$ cat src/rtl/tkpd_pkg.sv
package tkpd_pkg;

  // default width of the stored press times
  localparam int unsigned TIME_BITS_DEF = 8;

  // fixed field widths
  localparam int unsigned STAMP_W   = 8;
  localparam int unsigned CFG_W     = 8;
  localparam int unsigned CFG_IDX_W = 2;
  localparam int unsigned EV_W      = 4;

  // events per scan and queue sizing
  localparam int unsigned MAX_EVENTS  = 5;
  localparam int unsigned SLOT_W      = $clog2(MAX_EVENTS);
  localparam int unsigned CNT_W       = $clog2(MAX_EVENTS + 1);
  localparam int unsigned QUEUE_DEPTH = 2;

  // register reset values
  localparam logic [CFG_W-1:0] LONG_TICKS_RST  = 8'd3;
  localparam logic [CFG_W-1:0] COMBO_TICKS_RST = 8'd2;

  typedef enum logic [EV_W-1:0] {
    EV_SET_DOWN   = 4'd0,
    EV_SET_UP     = 4'd1,
    EV_SET_PRESS  = 4'd2,
    EV_SET_LONG   = 4'd3,
    EV_MOD_DOWN   = 4'd4,
    EV_MOD_UP     = 4'd5,
    EV_MOD_PRESS  = 4'd6,
    EV_MOD_LONG   = 4'd7,
    EV_BOTH_PRESS = 4'd8,
    EV_BOTH_LONG  = 4'd9
  } event_e;

  typedef enum logic [CFG_IDX_W-1:0] {
    CFG_LONG_TICKS  = 2'd0,
    CFG_COMBO_TICKS = 2'd1
  } cfg_idx_e;

  // all events caused by one scan, in emit order
  typedef struct packed {
    logic [MAX_EVENTS-1:0][EV_W-1:0] codes;
    logic [CNT_W-1:0]                count;
  } bundle_t;

  // queue status seen by front and back
  typedef struct packed {
    logic full;
    logic empty;
  } q_stat_t;

endpackage

$ cat src/rtl/tkpd_if.sv
interface tkpd_scan_if;
  import tkpd_pkg::*;

  logic               valid;
  logic               ready;
  logic               set_level;
  logic               set_confirm;
  logic               mod_level;
  logic               mod_confirm;
  logic [STAMP_W-1:0] time_now;

  modport source (
    output valid, set_level, set_confirm, mod_level, mod_confirm, time_now,
    input  ready
  );
  modport sink (
    input  valid, set_level, set_confirm, mod_level, mod_confirm, time_now,
    output ready
  );
endinterface

interface tkpd_event_if;
  import tkpd_pkg::*;

  logic            valid;
  logic            ready;
  logic [EV_W-1:0] event_code;
  logic            last_event;

  modport source (
    output valid, event_code, last_event,
    input  ready
  );
  modport sink (
    input  valid, event_code, last_event,
    output ready
  );
endinterface

$ cat src/rtl/tkpd_front.sv
module tkpd_front #(
  parameter int unsigned TIME_BITS = tkpd_pkg::TIME_BITS_DEF
) (
  input  logic                        clk_i,
  input  logic                        rst_ni,
  input  logic                        cfg_we_i,
  input  logic [tkpd_pkg::CFG_IDX_W-1:0] cfg_idx_i,
  input  logic [tkpd_pkg::CFG_W-1:0]  cfg_wdata_i,
  tkpd_scan_if.sink                   scan_i,
  input  tkpd_pkg::q_stat_t           qstat_i,
  output logic                        push_o,
  output tkpd_pkg::bundle_t           bundle_o
);
  import tkpd_pkg::*;

  localparam int unsigned CmpW = (TIME_BITS > STAMP_W) ? TIME_BITS : STAMP_W;

  logic [CFG_W-1:0]     long_q, combo_q;
  logic                 set_held_q, set_held_d, mod_held_q, mod_held_d;
  logic [TIME_BITS-1:0] set_start_q, set_start_d, mod_start_q, mod_start_d;
  logic [CmpW-1:0]      stamp_ext;
  logic [TIME_BITS-1:0] now;
  logic [TIME_BITS-1:0] set_el, mod_el;
  logic                 set_dn, set_cf, mod_dn, mod_cf;
  logic                 set_new, mod_new;
  logic                 set_long, mod_long, set_combo, mod_combo;
  logic                 accept;

  // handshake: room in the queue is all the front needs
  assign scan_i.ready = !qstat_i.full;
  assign accept       = scan_i.valid && scan_i.ready;

  // config registers
  always_ff @(posedge clk_i or negedge rst_ni) begin
    if (!rst_ni) begin
      long_q  <= LONG_TICKS_RST;
      combo_q <= COMBO_TICKS_RST;
    end else if (cfg_we_i) begin
      case (cfg_idx_i)
        CFG_LONG_TICKS:  long_q  <= cfg_wdata_i;
        CFG_COMBO_TICKS: combo_q <= cfg_wdata_i;
        default: ;
      endcase
    end
  end

  // decode the active-low key lines and the time stamp
  assign set_dn    = !scan_i.set_level;
  assign set_cf    = !scan_i.set_confirm;
  assign mod_dn    = !scan_i.mod_level;
  assign mod_cf    = !scan_i.mod_confirm;
  assign stamp_ext = CmpW'(scan_i.time_now);
  assign now       = stamp_ext[TIME_BITS-1:0];

  // next key state; a new press starts its timer at the current stamp
  assign set_new     = set_dn && !set_held_q && set_cf;
  assign mod_new     = mod_dn && !mod_held_q && mod_cf;
  assign set_held_d  = set_dn && (set_held_q || set_cf);
  assign mod_held_d  = mod_dn && (mod_held_q || mod_cf);
  assign set_start_d = set_new ? now : set_start_q;
  assign mod_start_d = mod_new ? now : mod_start_q;

  // wrapping elapsed time and threshold compares
  assign set_el    = now - set_start_d;
  assign mod_el    = now - mod_start_d;
  assign set_long  = CmpW'(set_el) >= CmpW'(long_q);
  assign mod_long  = CmpW'(mod_el) >= CmpW'(long_q);
  assign set_combo = CmpW'(set_el) >= CmpW'(combo_q);
  assign mod_combo = CmpW'(mod_el) >= CmpW'(combo_q);

  // build the event list for this scan
  always_comb begin
    logic [CNT_W-1:0] n;
    n = '0;
    bundle_o.codes = '0;
    // set key
    if (set_new) begin
      bundle_o.codes[n[SLOT_W-1:0]] = EV_SET_DOWN;
      n = n + 1'b1;
    end else if (set_dn && set_held_q) begin
      if (set_long) begin
        bundle_o.codes[n[SLOT_W-1:0]] = EV_SET_LONG;
        n = n + 1'b1;
      end
    end else if (!set_dn && set_held_q) begin
      bundle_o.codes[n[SLOT_W-1:0]] = EV_SET_UP;
      n = n + 1'b1;
      if (!set_long) begin
        bundle_o.codes[n[SLOT_W-1:0]] = EV_SET_PRESS;
        n = n + 1'b1;
        if (mod_held_q) begin
          bundle_o.codes[n[SLOT_W-1:0]] = EV_BOTH_PRESS;
          n = n + 1'b1;
        end
      end
    end
    // mod key, sees the updated set state
    if (mod_new) begin
      bundle_o.codes[n[SLOT_W-1:0]] = EV_MOD_DOWN;
      n = n + 1'b1;
    end else if (mod_dn && mod_held_q) begin
      if (mod_long) begin
        bundle_o.codes[n[SLOT_W-1:0]] = EV_MOD_LONG;
        n = n + 1'b1;
      end
    end else if (!mod_dn && mod_held_q) begin
      bundle_o.codes[n[SLOT_W-1:0]] = EV_MOD_UP;
      n = n + 1'b1;
      if (!mod_long) begin
        bundle_o.codes[n[SLOT_W-1:0]] = EV_MOD_PRESS;
        n = n + 1'b1;
        if (set_held_d) begin
          bundle_o.codes[n[SLOT_W-1:0]] = EV_BOTH_PRESS;
          n = n + 1'b1;
        end
      end
    end
    // both keys held long enough
    if (set_dn && set_held_d && mod_dn && mod_held_d && set_combo && mod_combo) begin
      bundle_o.codes[n[SLOT_W-1:0]] = EV_BOTH_LONG;
      n = n + 1'b1;
    end
    bundle_o.count = n;
  end

  // scans without events are dropped here
  assign push_o = accept && (bundle_o.count != '0);

  // key state
  always_ff @(posedge clk_i or negedge rst_ni) begin
    if (!rst_ni) begin
      set_held_q  <= 1'b0;
      mod_held_q  <= 1'b0;
      set_start_q <= '0;
      mod_start_q <= '0;
    end else if (accept) begin
      set_held_q  <= set_held_d;
      mod_held_q  <= mod_held_d;
      set_start_q <= set_start_d;
      mod_start_q <= mod_start_d;
    end
  end

endmodule

$ cat src/rtl/tkpd_queue.sv
module tkpd_queue (
  input  logic              clk_i,
  input  logic              rst_ni,
  input  logic              push_i,
  input  tkpd_pkg::bundle_t bundle_i,
  input  logic              pop_i,
  output tkpd_pkg::bundle_t head_o,
  output tkpd_pkg::q_stat_t stat_o
);
  import tkpd_pkg::*;

  localparam int unsigned PtrW = (QUEUE_DEPTH > 1) ? $clog2(QUEUE_DEPTH) : 1;
  localparam int unsigned FillW = $clog2(QUEUE_DEPTH + 1);
  localparam logic [PtrW-1:0]  PtrLast = PtrW'(QUEUE_DEPTH - 1);
  localparam logic [FillW-1:0] FillMax = FillW'(QUEUE_DEPTH);

  bundle_t          entry_q [QUEUE_DEPTH];
  logic [PtrW-1:0]  wr_ptr_q, rd_ptr_q;
  logic [FillW-1:0] fill_q;

  assign stat_o.full  = (fill_q == FillMax);
  assign stat_o.empty = (fill_q == '0);
  assign head_o       = entry_q[rd_ptr_q];

  // storage
  always_ff @(posedge clk_i) begin
    if (push_i) begin
      entry_q[wr_ptr_q] <= bundle_i;
    end
  end

  // pointers and fill level
  always_ff @(posedge clk_i or negedge rst_ni) begin
    if (!rst_ni) begin
      wr_ptr_q <= '0;
      rd_ptr_q <= '0;
      fill_q   <= '0;
    end else begin
      if (push_i) begin
        wr_ptr_q <= (wr_ptr_q == PtrLast) ? '0 : wr_ptr_q + 1'b1;
      end
      if (pop_i) begin
        rd_ptr_q <= (rd_ptr_q == PtrLast) ? '0 : rd_ptr_q + 1'b1;
      end
      if (push_i && !pop_i) begin
        fill_q <= fill_q + 1'b1;
      end else if (pop_i && !push_i) begin
        fill_q <= fill_q - 1'b1;
      end
    end
  end

endmodule

$ cat src/rtl/tkpd_back.sv
module tkpd_back (
  input  logic              clk_i,
  input  logic              rst_ni,
  input  tkpd_pkg::bundle_t head_i,
  input  tkpd_pkg::q_stat_t qstat_i,
  output logic              pop_o,
  tkpd_event_if.source      evt_o
);
  import tkpd_pkg::*;

  logic              vld_q, vld_d;
  logic [EV_W-1:0]   code_q;
  logic              last_q;
  logic [SLOT_W-1:0] sel_q, sel_d;
  logic              load, is_last;

  // load a new word when the output register is free or being taken
  assign load    = !qstat_i.empty && (!vld_q || evt_o.ready);
  assign is_last = (CNT_W'(sel_q) == CNT_W'(head_i.count - 1'b1));
  assign pop_o   = load && is_last;

  always_comb begin
    vld_d = vld_q;
    sel_d = sel_q;
    if (load) begin
      vld_d = 1'b1;
      sel_d = is_last ? '0 : sel_q + 1'b1;
    end else if (evt_o.ready) begin
      vld_d = 1'b0;
    end
  end

  // control
  always_ff @(posedge clk_i or negedge rst_ni) begin
    if (!rst_ni) begin
      vld_q <= 1'b0;
      sel_q <= '0;
    end else begin
      vld_q <= vld_d;
      sel_q <= sel_d;
    end
  end

  // output word
  always_ff @(posedge clk_i) begin
    if (load) begin
      code_q <= head_i.codes[sel_q];
      last_q <= is_last;
    end
  end

  assign evt_o.valid      = vld_q;
  assign evt_o.event_code = code_q;
  assign evt_o.last_event = last_q;

endmodule

$ cat src/rtl/two_key_press_event_detector_top.sv
// Two-key press event detector. Each scan word carries the active-low SET
// and MOD key levels, a debounce confirmation sample of each and a time
// stamp; the block tracks a held flag and press time per key and emits
// down, up, short press, long press and combined events as output words,
// one event per cycle while the receiver is ready, with last_event marking
// the final event of a scan. The front classifies a scan in the cycle it is
// taken and can take a scan every cycle while its two-entry queue has room;
// scans that cause no event leave no trace downstream. The back drains the
// queue event by event through a single output register; a queued scan
// holds 1 to 5 events. The user must write the two threshold registers
// only while idle; the block itself does not enforce this.
module two_key_press_event_detector_top #(
  parameter int unsigned TIME_BITS = tkpd_pkg::TIME_BITS_DEF
) (
  input  logic                           clk_i,
  input  logic                           rst_ni,
  input  logic                           cfg_we_i,
  input  logic [tkpd_pkg::CFG_IDX_W-1:0] cfg_idx_i,
  input  logic [tkpd_pkg::CFG_W-1:0]     cfg_wdata_i,
  tkpd_scan_if.sink                      scan_i,
  tkpd_event_if.source                   evt_o
);
  import tkpd_pkg::*;

  logic    push, pop;
  bundle_t bundle, head;
  q_stat_t qstat;

  // classify scans
  tkpd_front #(
    .TIME_BITS (TIME_BITS)
  ) u_front (
    .clk_i       (clk_i),
    .rst_ni      (rst_ni),
    .cfg_we_i    (cfg_we_i),
    .cfg_idx_i   (cfg_idx_i),
    .cfg_wdata_i (cfg_wdata_i),
    .scan_i      (scan_i),
    .qstat_i     (qstat),
    .push_o      (push),
    .bundle_o    (bundle)
  );

  // event bundles in flight
  tkpd_queue u_queue (
    .clk_i    (clk_i),
    .rst_ni   (rst_ni),
    .push_i   (push),
    .bundle_i (bundle),
    .pop_i    (pop),
    .head_o   (head),
    .stat_o   (qstat)
  );

  // serialize events
  tkpd_back u_back (
    .clk_i   (clk_i),
    .rst_ni  (rst_ni),
    .head_i  (head),
    .qstat_i (qstat),
    .pop_o   (pop),
    .evt_o   (evt_o)
  );

`ifndef SYNTHESIS
  // no bundle is written into a full queue
  assert property (@(posedge clk_i) disable iff (!rst_ni) push |-> !qstat.full)
    else $error("push into full queue");

  // a pushed bundle holds between one and five events
  assert property (@(posedge clk_i) disable iff (!rst_ni)
    push |-> (bundle.count != '0) && (bundle.count <= CNT_W'(MAX_EVENTS)))
    else $error("bad event count");

  // popping a bundle shows its final event next
  assert property (@(posedge clk_i) disable iff (!rst_ni)
    pop |=> evt_o.valid && evt_o.last_event)
    else $error("pop without last event");

  // only defined event codes leave the block
  assert property (@(posedge clk_i) disable iff (!rst_ni)
    evt_o.valid |-> (evt_o.event_code <= EV_BOTH_LONG))
    else $error("undefined event code");
`endif

endmodule
$ cat src/flat_wrapper.sv
// flat-port wrapper written by rule: the top's interface ports become plain ports
module two_key_press_event_detector_top_flat import tkpd_pkg::*;
#(
  parameter int unsigned TIME_BITS = tkpd_pkg::TIME_BITS_DEF
)
  (clk_i, rst_ni, cfg_we_i, cfg_idx_i, cfg_wdata_i, scan_i_valid, scan_i_set_level, scan_i_set_confirm, scan_i_mod_level, scan_i_mod_confirm, scan_i_time_now, scan_i_ready, evt_o_valid, evt_o_event_code, evt_o_last_event, evt_o_ready);
  tkpd_scan_if scan_i_i ();
  tkpd_event_if evt_o_i ();
  input  logic clk_i;
  input  logic rst_ni;
  input  logic cfg_we_i;
  input  logic [tkpd_pkg::CFG_IDX_W-1:0] cfg_idx_i;
  input  logic [tkpd_pkg::CFG_W-1:0] cfg_wdata_i;
  input wire logic [$bits(scan_i_i.valid)-1:0] scan_i_valid;
  input wire logic [$bits(scan_i_i.set_level)-1:0] scan_i_set_level;
  input wire logic [$bits(scan_i_i.set_confirm)-1:0] scan_i_set_confirm;
  input wire logic [$bits(scan_i_i.mod_level)-1:0] scan_i_mod_level;
  input wire logic [$bits(scan_i_i.mod_confirm)-1:0] scan_i_mod_confirm;
  input wire logic [$bits(scan_i_i.time_now)-1:0] scan_i_time_now;
  output wire logic [$bits(scan_i_i.ready)-1:0] scan_i_ready;
  output wire logic [$bits(evt_o_i.valid)-1:0] evt_o_valid;
  output wire logic [$bits(evt_o_i.event_code)-1:0] evt_o_event_code;
  output wire logic [$bits(evt_o_i.last_event)-1:0] evt_o_last_event;
  input wire logic [$bits(evt_o_i.ready)-1:0] evt_o_ready;
  assign scan_i_i.valid = scan_i_valid;
  assign scan_i_i.set_level = scan_i_set_level;
  assign scan_i_i.set_confirm = scan_i_set_confirm;
  assign scan_i_i.mod_level = scan_i_mod_level;
  assign scan_i_i.mod_confirm = scan_i_mod_confirm;
  assign scan_i_i.time_now = scan_i_time_now;
  assign scan_i_ready = scan_i_i.ready;
  assign evt_o_valid = evt_o_i.valid;
  assign evt_o_event_code = evt_o_i.event_code;
  assign evt_o_last_event = evt_o_i.last_event;
  assign evt_o_i.ready = evt_o_ready;
  two_key_press_event_detector_top #(.TIME_BITS(TIME_BITS)) u_core (.clk_i(clk_i), .rst_ni(rst_ni), .cfg_we_i(cfg_we_i), .cfg_idx_i(cfg_idx_i), .cfg_wdata_i(cfg_wdata_i), .scan_i(scan_i_i), .evt_o(evt_o_i));
endmodule
$ cat config.mk
export PLATFORM = sky130hd
export DESIGN_NAME = two_key_press_event_detector_top_flat
export DESIGN_NICKNAME = d
export VERILOG_FILES = /design/src/rtl/tkpd_pkg.sv /design/src/rtl/tkpd_if.sv /design/src/rtl/tkpd_front.sv /design/src/rtl/tkpd_queue.sv /design/src/rtl/tkpd_back.sv /design/src/rtl/two_key_press_event_detector_top.sv /design/src/flat_wrapper.sv
export SDC_FILE = /design/constraint.sdc
export NUM_CORES = 1
export LEC_CHECK = 0
export BUFFER_PORTS_ARGS = -buffer_cell sky130_fd_sc_hd__buf_2
export CORE_ASPECT_RATIO = 1.25
export CORE_MARGIN = 8
export CORE_UTILIZATION = 65
export DETAILED_ROUTE_END_ITERATION = 8
export PLACE_DENSITY = 0.9
export SYNTH_ARGS = -nofsm -noshare
export SYNTH_HDL_FRONTEND = slang
export SYNTH_SLANG_ARGS = --single-unit
$ cat constraint.sdc
create_clock -name clk_i -period 13.15 [get_ports clk_i]
set_input_delay 1.315 -clock clk_i [delete_from_list [all_inputs] [get_ports clk_i]]
set_output_delay 1.315 -clock clk_i [all_outputs]
set_load 0.01 [all_outputs]
======== Word-level counts from Yosys, hierarchy flattened ========
Memory sizes are Yosys's and may differ from the RTL's.
Cells that the tools add are included.
word-level totals
  flip-flop bits (word level) ............. 47
  memories kept ........................... 1
  memory bits (writable) .................. 46
  word-level logic and storage cells ...... 155
  input bits .............................. 27
cells by class
  bitwise operators ....................... 18
  equality and inequality tests ........... 3
  $lt $le $gt $ge ......................... 13
  $add $sub $neg .......................... 12
  reductions and logical operators ........ 46
  mux-type cells .......................... 49
memory list
  name                    words  bits a word  read ports  clocked after memory_dff  write ports  line              text
  u_core.u_queue.entry_q  2      23           1           0                         1            tkpd_queue.sv:17  bundle_t entry_q [QUEUE_DEPTH];
operator list
  cell                                                                                 count
  20-bit 2-to-1 mux                                                                    7
  4-bit demux with 3-bit select                                                        4
  8-bit 2-to-1 mux                                                                     5
  3-bit 2-to-1 mux                                                                     12
  8-bit greater-or-equal comparator                                                    4
  4-bit 2-to-1 mux                                                                     8
  10-bit NOT                                                                           3
  15-bit NOT                                                                           2
  1-bit logical AND                                                                    25
  10-bit bitwise AND                                                                   2
  3-bit by 4-bit < comparator with 1-bit output, second input constant                 5
  10-bit bitwise OR                                                                    2
  8-bit subtractor                                                                     2
  3-bit by 1-bit adder with 3-bit output, second input constant                        5
  15-bit bitwise AND                                                                   1
  9-bit by 15-bit bitwise AND with 15-bit output                                       1
  9-bit by 15-bit bitwise OR with 15-bit output                                        1
  4-bit binary-select mux with 3-bit select                                            1
  3-bit by 1-bit greater-or-equal comparator with 1-bit output, second input constant  4
  12-bit 2-to-1 mux                                                                    1
  1-bit logical NOT                                                                    11
  6-bit by 10-bit bitwise AND with 10-bit output                                       1
  6-bit by 10-bit bitwise OR with 10-bit output                                        1
  1-bit 2-to-1 mux                                                                     8
  17 further kinds                                                                     25

======== Longest topological paths before layout ========
Gate-level depths: netlist (run 1).
  depth in word-level cells ............... 26
  mapped depth ............................ 35
  mapped depth without buffers ............ 33

======== Hierarchy ========
From an unflattened synthesis (run 1), not the netlist that was laid out.
unflattened totals
  cell total of the unflattened synthesis .. 549
  area, all modules ....................... 6168.4 um^2
modules (own cells, without submodules)
  module      seq. area each (um^2)  cells each  instances  area each (um^2)
  tkpd_front  854.6                  411         1          3578.4
  tkpd_queue  1481.4                 88          1          1949.4
  tkpd_back   250.2                  50          1          640.6

======== Least setup slack after synthesis (run 1) ========
OpenSTA, ideal clock, no wires.
  path type ............................... in2reg
  start point ............................. input scan_i_set_level
  end point ............................... memory u_core.u_queue.entry_q[0][0] in the netlist's numbering, enable pin
  path buffers ............................ 1
  required time ........................... 12.747 ns
  data arrival time ....................... 7.383 ns
  path slack .............................. 5.363 ns
  stages .................................. 29
  path through ............................ or3_1 -> clkbuf_1 -> o21ai_0 -> ha_1 -> inv_1 -> ha_1 -> a21oi_1 -> a22oi_1 -> o22ai_1 -> nor2_1 -> a21o_1 -> a21oi_1 -> xnor2_1 -> ha_1 -> a21o_1 -> a21oi_1 -> o31ai_2 -> o22ai_4 -> inv_1 -> ha_1 -> nand2b_1 -> a2bb2oi_1 -> o31a_1 -> a32oi_2 -> ha_1 -> nand3b_1 -> mux2_2 -> a22o_4 -> nor2b_1
on the way
  cells in the longest elaborated chain, start to end .. 24
RTL lines
  element                                     line                                    text
  start, declared                             flat_wrapper.sv:15                      input wire logic [$bits(scan_i_i.set_level)-1:0] scan_i_set_level;
  1-bit logical NOT (*)                       tkpd_front.sv:48                        assign set_dn = !scan_i.set_level;
  1-bit logical AND (*) (2 in series)         tkpd_front.sv:56                        assign set_new = set_dn && !set_held_q && set_cf;
  8-bit 2-to-1 mux (*)                        tkpd_front.sv:60                        assign set_start_d = set_new ? now : set_start_q;
  via u_core.u_front.set_start_d[0]           tkpd_front.sv:20                        logic [TIME_BITS-1:0] set_start_q, set_start_d, mod_start_q, mod_start_d;
  8-bit subtractor (*)                        tkpd_front.sv:64                        assign set_el = now - set_start_d;
  8-bit greater-or-equal comparator           tkpd_front.sv:66                        assign set_long = CmpW'(set_el) >= CmpW'(long_q);
  3-bit 2-to-1 mux                            tkpd_front.sv:88                        if (!set_long) begin
  3-bit 2-to-1 mux                            tkpd_front.sv:85                        end else if (!set_dn && set_held_q) begin
  [9 not listed]                              --
  3-bit 2-to-1 mux                            tkpd_front.sv:98                        if (mod_new) begin
  3-bit by 1-bit adder with 3-bit output      tkpd_front.sv:121                       n = n + 1'b1;
  3-bit 2-to-1 mux (*)                        tkpd_front.sv:119                       if (set_dn && set_held_d && mod_dn && mod_held_d && set_combo && mod_combo) begin
  3-bit nonzero test (*)                      tkpd_front.sv:127                       assign push_o = accept && (bundle_o.count != '0);
  1-bit logical AND (*)                       tkpd_front.sv:127
  via u_core.push                             two_key_press_event_detector_top.sv:25  logic push, pop;
  1-bit 2-to-1 mux (*)                        tkpd_queue.sv:27                        if (push_i) begin
  1-bit 2-to-1 mux (implied by the code) (*)  tkpd_queue.sv:28                        entry_q[wr_ptr_q] <= bundle_i;
  end, declared                               tkpd_queue.sv:17
Mark *: on every way through the listed nets, which the timed path passes. The rest lies on a longest branch.

======== Final worst setup path (run 1) ========
  start point ............................. input scan_i_set_level
  end point ............................... register u_core.u_queue.fill_q[1]
on the way
  cells in the longest elaborated chain, start to end .. 25
RTL lines
  element                                 line                                    text
  1-bit logical NOT (*)                   tkpd_front.sv:48
  1-bit logical AND (*) (2 in series)     tkpd_front.sv:56
  8-bit 2-to-1 mux (*)                    tkpd_front.sv:60
  via u_core.u_front.set_start_d[0]       tkpd_front.sv:20
  8-bit subtractor (*)                    tkpd_front.sv:64
  8-bit greater-or-equal comparator       tkpd_front.sv:66
  3-bit 2-to-1 mux                        tkpd_front.sv:88
  3-bit 2-to-1 mux                        tkpd_front.sv:85
  [10 not listed]                         --
  3-bit by 1-bit adder with 3-bit output  tkpd_front.sv:121
  3-bit 2-to-1 mux (*)                    tkpd_front.sv:119
  3-bit nonzero test (*)                  tkpd_front.sv:127
  1-bit logical AND (*)                   tkpd_front.sv:127
  via u_core.push                         two_key_press_event_detector_top.sv:25
  1-bit logical NOT                       tkpd_queue.sv:47                        end else if (pop_i && !push_i) begin
  1-bit logical AND                       tkpd_queue.sv:47
  2-bit nonzero test (no line)            --
  end signal, assigned                    tkpd_queue.sv:46                        fill_q <= fill_q + 1'b1;
  end signal, assigned                    tkpd_queue.sv:48                        fill_q <= fill_q - 1'b1;
  end, declared                           tkpd_queue.sv:19                        logic [FillW-1:0] fill_q;
Marks and branches as above.
A chain may end at the register's enable or synchronous reset.

==> metrics.log, run 1 <==
[metrics] final critical-path share of the clock period: 59.4%
[metrics] library cell with the highest instance count after synthesis: sky130_fd_sc_hd__nand2_1
[metrics] r2r startpoint: u_core.u_front.set_held_q
[metrics] cell with the most instances on the worst path: sky130_fd_sc_hd__ha_1
[metrics] slew at the pin closest to its max-slew limit: 961 ps
[metrics] cell types with the largest area share after synthesis: sky130_fd_sc_hd__edfxtp_1 (25%), sky130_fd_sc_hd__dfrtp_1 (17%), sky130_fd_sc_hd__ha_1 (12%)
[metrics] cell with the biggest individual delay on the critical path: sky130_fd_sc_hd__or3_1
[metrics] setup slack on the worst flop-to-flop path: 5910 ps
[metrics] Final Non-Filler Cells: 687
[metrics] Syn Std Cell Area: 5780 um^2
[metrics] largest voltage drop on the vdd net: 0.000150 V
[metrics] total of max-cap violations: 0
[metrics] Chip Height: 121 um
[metrics] Avg Cell Area, Syn: 10.9 um^2
[metrics] Main synth FF type: sky130_fd_sc_hd__edfxtp_1
[metrics] global-route wire length before repair: 20,600 um
[metrics] worst clock skew: 12.4 ps
[metrics] leakage power summed over all cells: 2.66 nW
[metrics] routed wirelength normalized by instance count: 18.1 um
[metrics] Nets: 645
[metrics] Post-CTS Setup Bufs: 0
[metrics] core outline area: 8650 um^2
[metrics] die area: 12,200 um^2
[metrics] CTS max path bufs: 2
[metrics] count of pins over their slew limit: 0
[metrics] highest net fanout along the worst path: 12
[metrics] capture point of the worst path: u_core.u_queue.fill_q[1]
[metrics] count of warnings emitted by yosys: 0
[metrics] aggregate global routing overflow: 0
[metrics] Post-synth EDFFs: 49
[metrics] #FFs+latches synth: 91
[metrics] area growth from synthesis to layout: 8.62%
[metrics] fraction of registers with async set/reset: 46.2%
[metrics] Yosys cell types: 64
[metrics] Startpoint Class: primary input
[metrics] Initial Util: 66.8%
[metrics] total CTS buffers: 9
[metrics] number of cells on the worst reg-to-reg path: 32
[metrics] first-pass iteration count of the detailed router: 4
[metrics] post-detailed-placement half-perimeter wirelength: 9510 um
[metrics] clock tree root driver cell: sky130_fd_sc_hd__clkbuf_8
[metrics] pwr/cell area: 294 nW/um^2
[metrics] arrival time reported for the critical path endpoint: 8090 ps
[metrics] Setup crit end kind: flip-flop
[metrics] WL final: 12,400 um
[metrics] violation count after the first detailed-route iteration: 209
[metrics] portion of the post-synthesis area used by sequential elements: 43.7%
[metrics] CTS H-tree depth: 3
[metrics] summed negative setup slack over all endpoints: 0 ps
[metrics] clock transition at the registers of the reported paths: 80 ps
[metrics] # diodes: 0
[metrics] number of nets produced by synthesis: 614
[metrics] hold crit path type: flip-flop to flip-flop
[metrics] gate count after technology mapping: 531
[metrics] Row Count: 38
[metrics] largest incremental delay on the critical path: 590 ps
[metrics] outcome: finished clean
[metrics] die width: 100 um
[metrics] capture instance of the worst register-to-register path: u_core.u_queue.fill_q[1]
[metrics] Post-CTS Hold Buffers: 0
[metrics] achievable frequency: 128 MHz
[metrics] leading post-synthesis cells by instance count: sky130_fd_sc_hd__nand2_1 (62), sky130_fd_sc_hd__ha_1 (55), sky130_fd_sc_hd__edfxtp_1 (49)
[metrics] area share of the largest cell type after synthesis: 25.5%
[metrics] number of clock sinks: 91
[metrics] number of placed I/O pins: 34
[metrics] worst setup path class: primary input to flip-flop
[metrics] number of endpoints with negative hold slack in the final report: 0
[metrics] number of vias per cell after detailed routing: 6.03
[metrics] antenna violation net count after detailed routing: 0
[metrics] Post-Place Cells: 671
[metrics] Critical Path RT: 13,430 ps
[metrics] number of gates resized after CTS: 0
[metrics] total vias in the final route: 4,146
[metrics] setup violation total in the final timing report: 0
[metrics] Final min period: 7810 ps
[metrics] vias in the first global route: 4,459
[metrics] clock insertion delay at the later pin of the skew report: 370 ps
[metrics] CTS tree: yes
[metrics] GRT Resource Usage Total: 21.9%
[metrics] drc violations: 0
[metrics] library cell occupying the most area in the post-synthesis netlist: sky130_fd_sc_hd__edfxtp_1
[metrics] Crit. Startpoint: scan_i_set_level
[metrics] max_slew headroom: 35.9%
[metrics] IO buf count: 33
[metrics] maximum number of pins on one net before global-route repair: 43
[metrics] share of post-route cells with drive strength above 1: 17.6%
[metrics] placer's final routability congestion estimate: 0.968
[metrics] number of antenna violations at the first check in global routing: 0
[metrics] RSZ-0062 raised after global routing: no
==> layout make-up <==
| type | count | area [um^2] |
|---|---|---|
| multi-input cells | 394 | 3070 |
| fillers | 627 | 2380 |
| clock buffers | 11 | 141 |
| well taps | 120 | 150 |
| repair buffers | 36 | 188 |
| flip-flops and latches | 91 | 2530 |
| inverters | 30 | 113 |
| clock inverters | 5 | 85.1 |
==> worst min path at each step <==
stage / endpoint / cells past startpoint / startpoint
floorplan: u_core.u_front.mod_start_q[2] / 2 / u_core.u_front.mod_start_q[2]
global placement: u_core.u_front.mod_start_q[0] / 2 / u_core.u_front.mod_start_q[0]
detailed placement: u_core.u_front.mod_start_q[2] / 2 / u_core.u_front.mod_start_q[2]
CTS: u_core.u_front.mod_start_q[2] / 2 / u_core.u_front.mod_start_q[2]
global route: u_core.u_queue.wr_ptr_q / 1 / u_core.u_queue.wr_ptr_q
finish: u_core.u_queue.wr_ptr_q / 1 / u_core.u_queue.wr_ptr_q
==> sequential cells by signal, summed over array words and instances, names as in the netlist <==
signal	flops
u_core.u_back.evt_o.event_code	4
u_core.u_back.evt_o.last_event	1
u_core.u_back.evt_o.valid	1
u_core.u_back.sel_q	3
u_core.u_front.combo_q	8
u_core.u_front.long_q	8
u_core.u_front.mod_held_q	1
u_core.u_front.mod_start_q	8
u_core.u_front.set_held_q	1
u_core.u_front.set_start_q	8
u_core.u_queue.entry_q	44
u_core.u_queue.fill_q	2
u_core.u_queue.rd_ptr_q	1
u_core.u_queue.wr_ptr_q	1
==> stage by stage <==
| step | area (um^2) | hold WS [ps] | worst slack (ps) | utilization (%) | power, mW |
|---|---|---|---|---|---|
| CTS | 6280 | 497 | 5410 | 72.5 | 1.84 |
| detailed placement | 6050 | 476 | 5060 | 69.9 | 1.62 |
| global placement | 6050 | 467 | 5370 | 69.9 | 1.56 |
| floorplan | 5780 | 450 | 5360 | - | 1.37 |
| finish | 6280 | 497 | 5340 | 72.5 | 1.85 |
| global route | 6280 | 525 | 4770 | 72.5 | 2.00 |
==> per-layer routing <==
layer / share of wire, % / global-route usage [%] / up-vias
met1: 37 / 21.2 / 1988
met2: 55 / 41.8 / 117
li1: - / - / 1997
met5: 0 / 0 / -
met4: 4.1 / 13.0 / 0
met3: 3.3 / 3.96 / 44
==> kinds of logic (layout without fill, tap and decap cells) <==
logic type,count (synthesis),count (layout),synth area share [%]
and+or+nand+nor,147,147,12.2
AOI/OAI and AO/OA,111,111,13.1
DFF,91,91,43.7
adders and majority gates,56,56,12.3
muxes,53,53,11.5
buffers and inverters,46,82,3.10
xor gates and xnor gates,27,27,4.22
==> where the power goes <==
group	total, mW	internal (mW)	switching [mW]
Clock	0.216	0.114	0.102
Sequential	0.567	0.482	0.0850
Combinational	1.06	0.452	0.612
Total	1.85	1.05	0.800
==> cells in the final DEF, fill, tap and decap left out, types with 22 or more instances in the layout <==
master,n
sky130_fd_sc_hd__dfrtp_1,39
sky130_fd_sc_hd__nand2_1,62
sky130_fd_sc_hd__nor2_1,29
sky130_fd_sc_hd__mux2_2,25
sky130_fd_sc_hd__a21oi_1,22
sky130_fd_sc_hd__buf_2,33
sky130_fd_sc_hd__ha_1,55
sky130_fd_sc_hd__inv_1,30
sky130_fd_sc_hd__o21ai_0,37
sky130_fd_sc_hd__edfxtp_1,49
==> critical path: cells and delay by family <==
family,cells,cell delay (ps)
compound gates,13,2350
fa+ha+maj,6,1730
simple gates,7,1470
xor+xnor,3,510
buf+inv,3,410
mux,1,300
(Power assumes the default switching activity.)
==> run 2, diff against run 1 <==
--- a/config.mk
+++ b/config.mk
@@ -8,9 +8,9 @@
 export BUFFER_PORTS_ARGS = -buffer_cell sky130_fd_sc_hd__buf_2
 export CORE_ASPECT_RATIO = 1.25
 export CORE_MARGIN = 8
-export CORE_UTILIZATION = 65
+export CORE_UTILIZATION = 62
 export DETAILED_ROUTE_END_ITERATION = 8
-export PLACE_DENSITY = 0.9
+export PLACE_DENSITY = 0.87
 export SYNTH_ARGS = -nofsm -noshare
 export SYNTH_HDL_FRONTEND = slang
 export SYNTH_SLANG_ARGS = --single-unit
==> constraint.sdc (replaced) <==
create_clock -name clk_i -period 7.9 [get_ports clk_i]
set_input_delay 0.79 -clock clk_i [delete_from_list [all_inputs] [get_ports clk_i]]
set_output_delay 0.79 -clock clk_i [all_outputs]
set_load 0.01 [all_outputs]
==> metrics.log, run 2 (synthesis gave the netlist of run 1 again) <==
[metrics] slew at the pin closest to its max-slew limit: 959 ps (-2.07 ps)
[metrics] total vias in the final route: 4,205 (+1.4%)
[metrics] post-detailed-placement half-perimeter wirelength: 9520 um (+0.14%)
[metrics] total net switching power: 1.36 mW (+70%)
[metrics] count of pins over their slew limit: 0 (unchanged)
[metrics] CTS max path bufs: 2 (unchanged)
[metrics] largest incremental delay on the critical path: 590 ps (about the same)
[metrics] Row Count: 39 (+2.6%)
[metrics] largest voltage drop on the vdd net: 0.000246 V (+64%)
[metrics] highest net fanout along the worst path: 12 (unchanged)
[metrics] WL final: 12,800 um (+2.8%)
[metrics] Critical Path RT: 8170 ps (-5260 ps)
[metrics] hold crit path type: flip-flop to flip-flop
[metrics] relative contribution of sequential cells to total power: 29.8% (-0.9 points)
[metrics] drc violations: 0 (unchanged)
[metrics] outcome: finished clean
[metrics] number of vias per cell after detailed routing: 6.09 (+0.84%)
[metrics] Final Non-Filler Cells: 691 (+0.58%)
[metrics] Reg with most FFs: u_core.u_queue.entry_q
[metrics] Combinational Power Share: 56.9% (-0.7 points)
[metrics] family of cells with the greatest summed delay on the critical path: compound AO/OA/AOI/OAI gates
[metrics] endpoint of the worst hold path: u_core.u_front.mod_start_q[0]
[metrics] Post-CTS Setup Bufs: 0 (unchanged)
[metrics] Initial Util: 63.3% (-3.5 points)
[metrics] leading cell type in the layout, fill and taps excluded: sky130_fd_sc_hd__nand2_1
[metrics] vias in the first global route: 4,456 (-0.067%)
[metrics] final critical-path share of the clock period: 93.7%
[metrics] routed wirelength normalized by instance count: 18.5 um (+2.2%)
[metrics] max_slew headroom: 36.1% (+0.14 points)
[metrics] area growth from synthesis to layout: 9.96%
[metrics] RSZ-0062 raised after global routing: no
[metrics] Crit. Startpoint: scan_i_set_level
[metrics] Setup crit end kind: flip-flop
[metrics] share of post-route cells with drive strength above 1: 17.6% (-0.031 points)
[metrics] summed negative setup slack over all endpoints: 0 ps (unchanged)
[metrics] Nets: 646 (+0.16%)
[metrics] total CTS buffers: 9 (unchanged)
[metrics] total of max-cap violations: 0 (unchanged)
[metrics] die area: 12,700 um^2 (+4.1%)
[metrics] clock power share: 13.3% (+1.6 points)
[metrics] worst setup path class: primary input to flip-flop
[metrics] placer's final routability congestion estimate: 0.976 (+0.88%)
[metrics] global-route wire length before repair: 21,200 um (+2.7%)
[metrics] violation count after the first detailed-route iteration: 215 (+2.9%)
[metrics] net switching fraction of the power: 42.7% (-0.56 points)
[metrics] overall power consumption: 3.18 mW (+72%)
[metrics] number of gates resized after CTS: 0 (unchanged)
[metrics] first-pass iteration count of the detailed router: 5 (+1)
[metrics] core outline area: 9130 um^2 (+5.5%)
[metrics] IO buf count: 33 (unchanged)
[metrics] number of endpoints with negative hold slack in the final report: 0 (unchanged)
[metrics] achievable frequency: 135 MHz
[metrics] cell with the biggest individual delay on the critical path: sky130_fd_sc_hd__or3_1
[metrics] Post-Route Utilization: 69.6% (-2.9 points)
[metrics] flip-flop count of the largest register, all copies and words added: 44 (unchanged)
[metrics] clock insertion delay at the later pin of the skew report: 350 ps (-20 ps)
[metrics] Post-CTS Hold Buffers: 0 (unchanged)
[metrics] internal power: 1.82 mW (+74%)
[metrics] antenna violation net count after detailed routing: 0 (unchanged)
[metrics] cell with the most instances on the worst path: sky130_fd_sc_hd__ha_1
[metrics] capture instance of the worst register-to-register path: u_core.u_queue.fill_q[1]
[metrics] GRT Resource Usage Total: 21.8% (-0.082 points)
[metrics] Chip Height: 124 um (+2.1%)
[metrics] setup slack on the worst flop-to-flop path: 580 ps (-5330 ps)
[metrics] CTS H-tree depth: 3 (unchanged)
[metrics] number of clock sinks: 91 (unchanged)
[metrics] Startpoint Class: primary input
[metrics] clock tree root driver cell: sky130_fd_sc_hd__clkbuf_16
[metrics] leakage power summed over all cells: 2.70 nW (+1.3%)
[metrics] pwr/cell area: 501 nW/um^2 (+70%)
[metrics] Post-Place Cells: 675 (+0.60%)
[metrics] number of cells on the worst reg-to-reg path: 30 (-6.3%)
[metrics] worst clock skew: 8.73 ps (-3.64 ps)
[metrics] leading cell types in the layout, fill and taps excluded: sky130_fd_sc_hd__nand2_1 (62), sky130_fd_sc_hd__ha_1 (55), sky130_fd_sc_hd__edfxtp_1 (49)
[metrics] clock transition at the registers of the reported paths: 60 ps (-20 ps)
[metrics] Hold Crit Depth: 2 (+1)
[metrics] PnR worst setup slack: 500 ps (-4840 ps)
[metrics] # diodes: 0 (unchanged)
[metrics] Final min period: 7400 ps
[metrics] r2r startpoint: u_core.u_front.set_held_q
[metrics] aggregate global routing overflow: 0 (unchanged)
[metrics] source of the worst hold timing path: u_core.u_front.mod_start_q[0]
[metrics] number of antenna violations at the first check in global routing: 0 (unchanged)
[metrics] die width: 102 um (+2.0%)
[metrics] number of placed I/O pins: 34 (unchanged)
[metrics] arrival time reported for the critical path endpoint: 7670 ps (-420 ps)
[metrics] CTS tree: yes
[metrics] setup violation total in the final timing report: 0 (unchanged)
[metrics] number of buffers and inverters on the critical path: 3 (unchanged)
[metrics] DP Worst Slack: 288 ps (-4770 ps)
[metrics] maximum number of pins on one net before global-route repair: 43 (unchanged)
-- run 2: cell count changes in the layout (fill, tap and decap cells not counted) --
cell                        previous run  this run
sky130_fd_sc_hd__clkinv_2              0         1
sky130_fd_sc_hd__buf_4                 3         4
sky130_fd_sc_hd__bufinv_16             2         1
sky130_fd_sc_hd__clkinv_1              0         1
sky130_fd_sc_hd__clkbuf_8             10         0
sky130_fd_sc_hd__clkbuf_16             0         9
-- run 2: metrics by stage --
stage          area (um^2)  hold WS [ps]
2_1_floorplan         5780           450
3_3_place_gp          6060           468
3_5_place_dp          6060           484
4_1_cts               6350           498
5_1_grt               6350           526
6_report              6350           490
-- run 2: worst min-delay path, stage by stage (launching register included) --
cell	delay, ps
sky130_fd_sc_hd__dfrtp_1	350
sky130_fd_sc_hd__nand2_1	50
sky130_fd_sc_hd__o21ai_0	60
-- run 2: per-layer routing --
layer  track usage [%]  part of all wire, %  vias up
met5                 0                    0        -
li1                  -                    -     2003
met3              4.31                  4.0       43
met4              12.3                  3.9        0
met2              41.3                   56      117
met1              21.5                   36     2042
-- run 2: power groups by stage --
stage,combinational (mW),sequential (mW),clock (mW)
final,1.81,0.947,0.424
after global routing,2.00,0.975,0.447
after CTS,1.79,0.951,0.432
after detailed placement,1.75,0.960,0
after global placement,1.66,0.940,0
after floorplan,1.39,0.880,0
-- run 2: final cells by class --
type | count | area (um^2)
inverters | 30 | 113
clock buffers | 10 | 229
flip-flops and latches | 91 | 2530
multi-input cells | 394 | 3070
well taps | 123 | 154
clock inverters | 6 | 63.8
fillers | 684 | 2770
repair buffers | 37 | 195
-- run 2: worst max-delay path by stage --
stage / end / slack, ps / depth (start not counted)
2_1_floorplan: u_core.u_queue.entry_q[0][0] / 640 / 29
3_3_place_gp: u_core.u_queue.fill_q[1] / 670 / 32
3_5_place_dp: u_core.u_queue.fill_q[1] / 290 / 31
4_1_cts: u_core.u_queue.fill_q[1] / 600 / 31
5_1_grt: u_core.u_queue.fill_q[1] / 40 / 31
6_report: u_core.u_queue.fill_q[1] / 500 / 31
==> run 3, diff against run 2 <==
--- a/config.mk
+++ b/config.mk
@@ -11,6 +11,7 @@
 export CORE_UTILIZATION = 62
 export DETAILED_ROUTE_END_ITERATION = 8
 export PLACE_DENSITY = 0.87
+export REMOVE_ABC_BUFFERS = 1
 export SYNTH_ARGS = -nofsm -noshare
 export SYNTH_HDL_FRONTEND = slang
 export SYNTH_SLANG_ARGS = --single-unit
==> metrics.log, run 3 (synthesis gave the netlist of run 1 again) <==
[metrics] Post-Route Hold Slack: 499 ps (+8.17 ps)
[metrics] Final min period: 7340 ps (-61.1 ps)
[metrics] number of clock sinks: 91 (unchanged)
[metrics] highest net fanout along the worst path: 12 (unchanged)
[metrics] RSZ-0062 raised after global routing: no
[metrics] number of endpoints with negative hold slack in the final report: 0 (unchanged)
[metrics] total of max-cap violations: 0 (unchanged)
[metrics] worst setup path class: primary input to flip-flop
[metrics] IO buf count: 33 (unchanged)
[metrics] flip-flop count of the largest register, all copies and words added: 44 (unchanged)
[metrics] routed wirelength normalized by instance count: 18.9 um (+2.2%)
[metrics] Post-CTS Setup Bufs: 0 (unchanged)
[metrics] Post-Place Cells: 674 (-0.15%)
[metrics] maximum number of pins on one net before global-route repair: 43 (unchanged)
[metrics] WL final: 13,000 um (+2.1%)
[metrics] total vias in the final route: 4,267 (+1.5%)
[metrics] pwr/cell area: 502 nW/um^2 (+0.25%)
[metrics] leakage power summed over all cells: 2.69 nW (-0.27%)
[metrics] final critical-path share of the clock period: 92.9% (-0.77 points)
[metrics] die area: 12,700 um^2 (unchanged)
[metrics] clock tree root driver cell: sky130_fd_sc_hd__clkbuf_16
[metrics] overall power consumption: 3.18 mW (+0.11%)
[metrics] post-detailed-placement half-perimeter wirelength: 9900 um (+4.0%)
[metrics] Critical Path RT: 8170 ps (about the same)
[metrics] CTS max path bufs: 2 (unchanged)
[metrics] hold crit path type: flip-flop to flip-flop
[metrics] leading cell type in the layout, fill and taps excluded: sky130_fd_sc_hd__nand2_1
[metrics] Post-CTS Hold Buffers: 0 (unchanged)
[metrics] first-pass iteration count of the detailed router: 5 (unchanged)
[metrics] violation count after the first detailed-route iteration: 219 (+1.9%)
[metrics] leading cell types in the layout, fill and taps excluded: sky130_fd_sc_hd__nand2_1 (62), sky130_fd_sc_hd__ha_1 (55), sky130_fd_sc_hd__edfxtp_1 (49)
[metrics] number of placed I/O pins: 34 (unchanged)
[metrics] area growth from synthesis to layout: 9.81%
[metrics] achievable frequency: 136 MHz (+0.83%)
[metrics] cell with the biggest individual delay on the critical path: sky130_fd_sc_hd__or3_1
[metrics] number of gates resized after CTS: 0 (unchanged)
[metrics] Nets: 645 (-0.15%)
[metrics] summed negative setup slack over all endpoints: 0 ps (unchanged)
[metrics] clock transition at the registers of the reported paths: 60 ps (about the same)
[metrics] number of antenna violations at the first check in global routing: 0 (unchanged)
[metrics] clock insertion delay at the later pin of the skew report: 350 ps (about the same)
[metrics] core outline area: 9130 um^2 (unchanged)
[metrics] total CTS buffers: 9 (unchanged)
[metrics] largest voltage drop on the vdd net: 0.000249 V (+1.2%)
[metrics] setup violation total in the final timing report: 0 (unchanged)
[metrics] Row Count: 39 (unchanged)
[metrics] number of vias per cell after detailed routing: 6.18 (+1.6%)
[metrics] number of fillers in the final layout: 655 (-4.2%)
[metrics] CTS tree: yes
[metrics] vias in the first global route: 4,484 (+0.63%)
[metrics] Startpoint Class: primary input
[metrics] aggregate global routing overflow: 0 (unchanged)
[metrics] Initial Util: 63.3% (unchanged)
[metrics] cell with the most instances on the worst path: sky130_fd_sc_hd__ha_1
[metrics] drc violations: 0 (unchanged)
[metrics] max_slew headroom: 34.9% (-1.2 points)
[metrics] Final Non-Filler Cells: 690 (-0.14%)
[metrics] share of post-route cells with drive strength above 1: 17.3% (-0.32 points)
[metrics] largest incremental delay on the critical path: 590 ps (about the same)
[metrics] CTS H-tree depth: 3 (unchanged)
[metrics] Reg with most FFs: u_core.u_queue.entry_q
[metrics] Post-Route Utilization: 69.5% (-0.096 points)
[metrics] outcome: finished clean
[metrics] worst clock skew: 8.79 ps (+0.0588 ps)
[metrics] GRT Resource Usage Total: 22.0% (+0.21 points)
[metrics] Setup crit end kind: flip-flop
[metrics] Chip Height: 124 um (unchanged)
[metrics] slew at the pin closest to its max-slew limit: 976 ps (+17.6 ps)
[metrics] global-route wire length before repair: 21,500 um (+1.2%)
[metrics] die width: 102 um (unchanged)
[metrics] arrival time reported for the critical path endpoint: 7610 ps (-60 ps)
[metrics] antenna violation net count after detailed routing: 0 (unchanged)
[metrics] count of pins over their slew limit: 0 (unchanged)
[metrics] placer's final routability congestion estimate: 0.897 (-8.2%)
[metrics] # diodes: 0 (unchanged)
## run 3: cell count changes in the layout (fill, tap and decap cells not counted), sizes merged
| cell | previous run | this run |
|---|---|---|
| buf | 37 | 36 |
## run 3: metrics by stage
step	area (um^2)	setup WS (ps)
6_report	6350	561
5_1_grt	6350	1.80
4_1_cts	6350	638
3_5_place_dp	6050	297
3_3_place_gp	6050	671
2_1_floorplan	5710	709
## run 3: cell type report
type	count	area, um^2	share of cell area, %
Inverter	30	113	1.77
Clock inverter	6	62.6	0.986
Timing Repair Buffer	36	188	2.96
Clock buffer	10	229	3.61
Tap cell	123	154	2.43
Sequential cell	91	2530	39.8
Multi-Input combinational cell	394	3070	48.4
## run 3: worst paths after layout
check	start	endpoint	slack, ps	depth (start not counted)
worst max-delay path	scan_i_set_level	u_core.u_queue.fill_q[1]	560	32
worst min-delay path	u_core.u_front.mod_start_q[2]	u_core.u_front.mod_start_q[2]	500	2
worst max register to register	u_core.u_front.set_held_q	u_core.u_queue.fill_q[1]	640	31
worst min register to register	u_core.u_front.mod_start_q[2]	u_core.u_front.mod_start_q[2]	500	2
max in group asynchronous	rst_ni	u_core.u_front.mod_start_q[7]	6680	1
min in group asynchronous	rst_ni	u_core.u_queue.rd_ptr_q	590	1
## run 3: power breakdown
part	internal, mW	total (mW)	switching, mW
sequential	0.804	0.946	0.142
combinational	0.761	1.81	1.05
clock	0.245	0.427	0.181
## run 3: worst max-delay path, delay by kind of cell
kind,cells,cell delay (ps)
multiplexers,1,300
buffers and inverters,3,420
AO/OA/AOI/OAI,14,2750
adder cells (fa/ha/maj),6,1870
XOR/XNOR,2,330
AND/OR/NAND/NOR,6,1130
## run 3: metal layers
layer / up-vias / track usage, % / part of all wire, %
met4: 0 / 13.1 / 4.1
met2: 146 / 40.7 / 55
met1: 2070 / 22.2 / 36
li1: 2002 / - / -
met3: 49 / 4.53 / 4.5
met5: - / 0 / 0
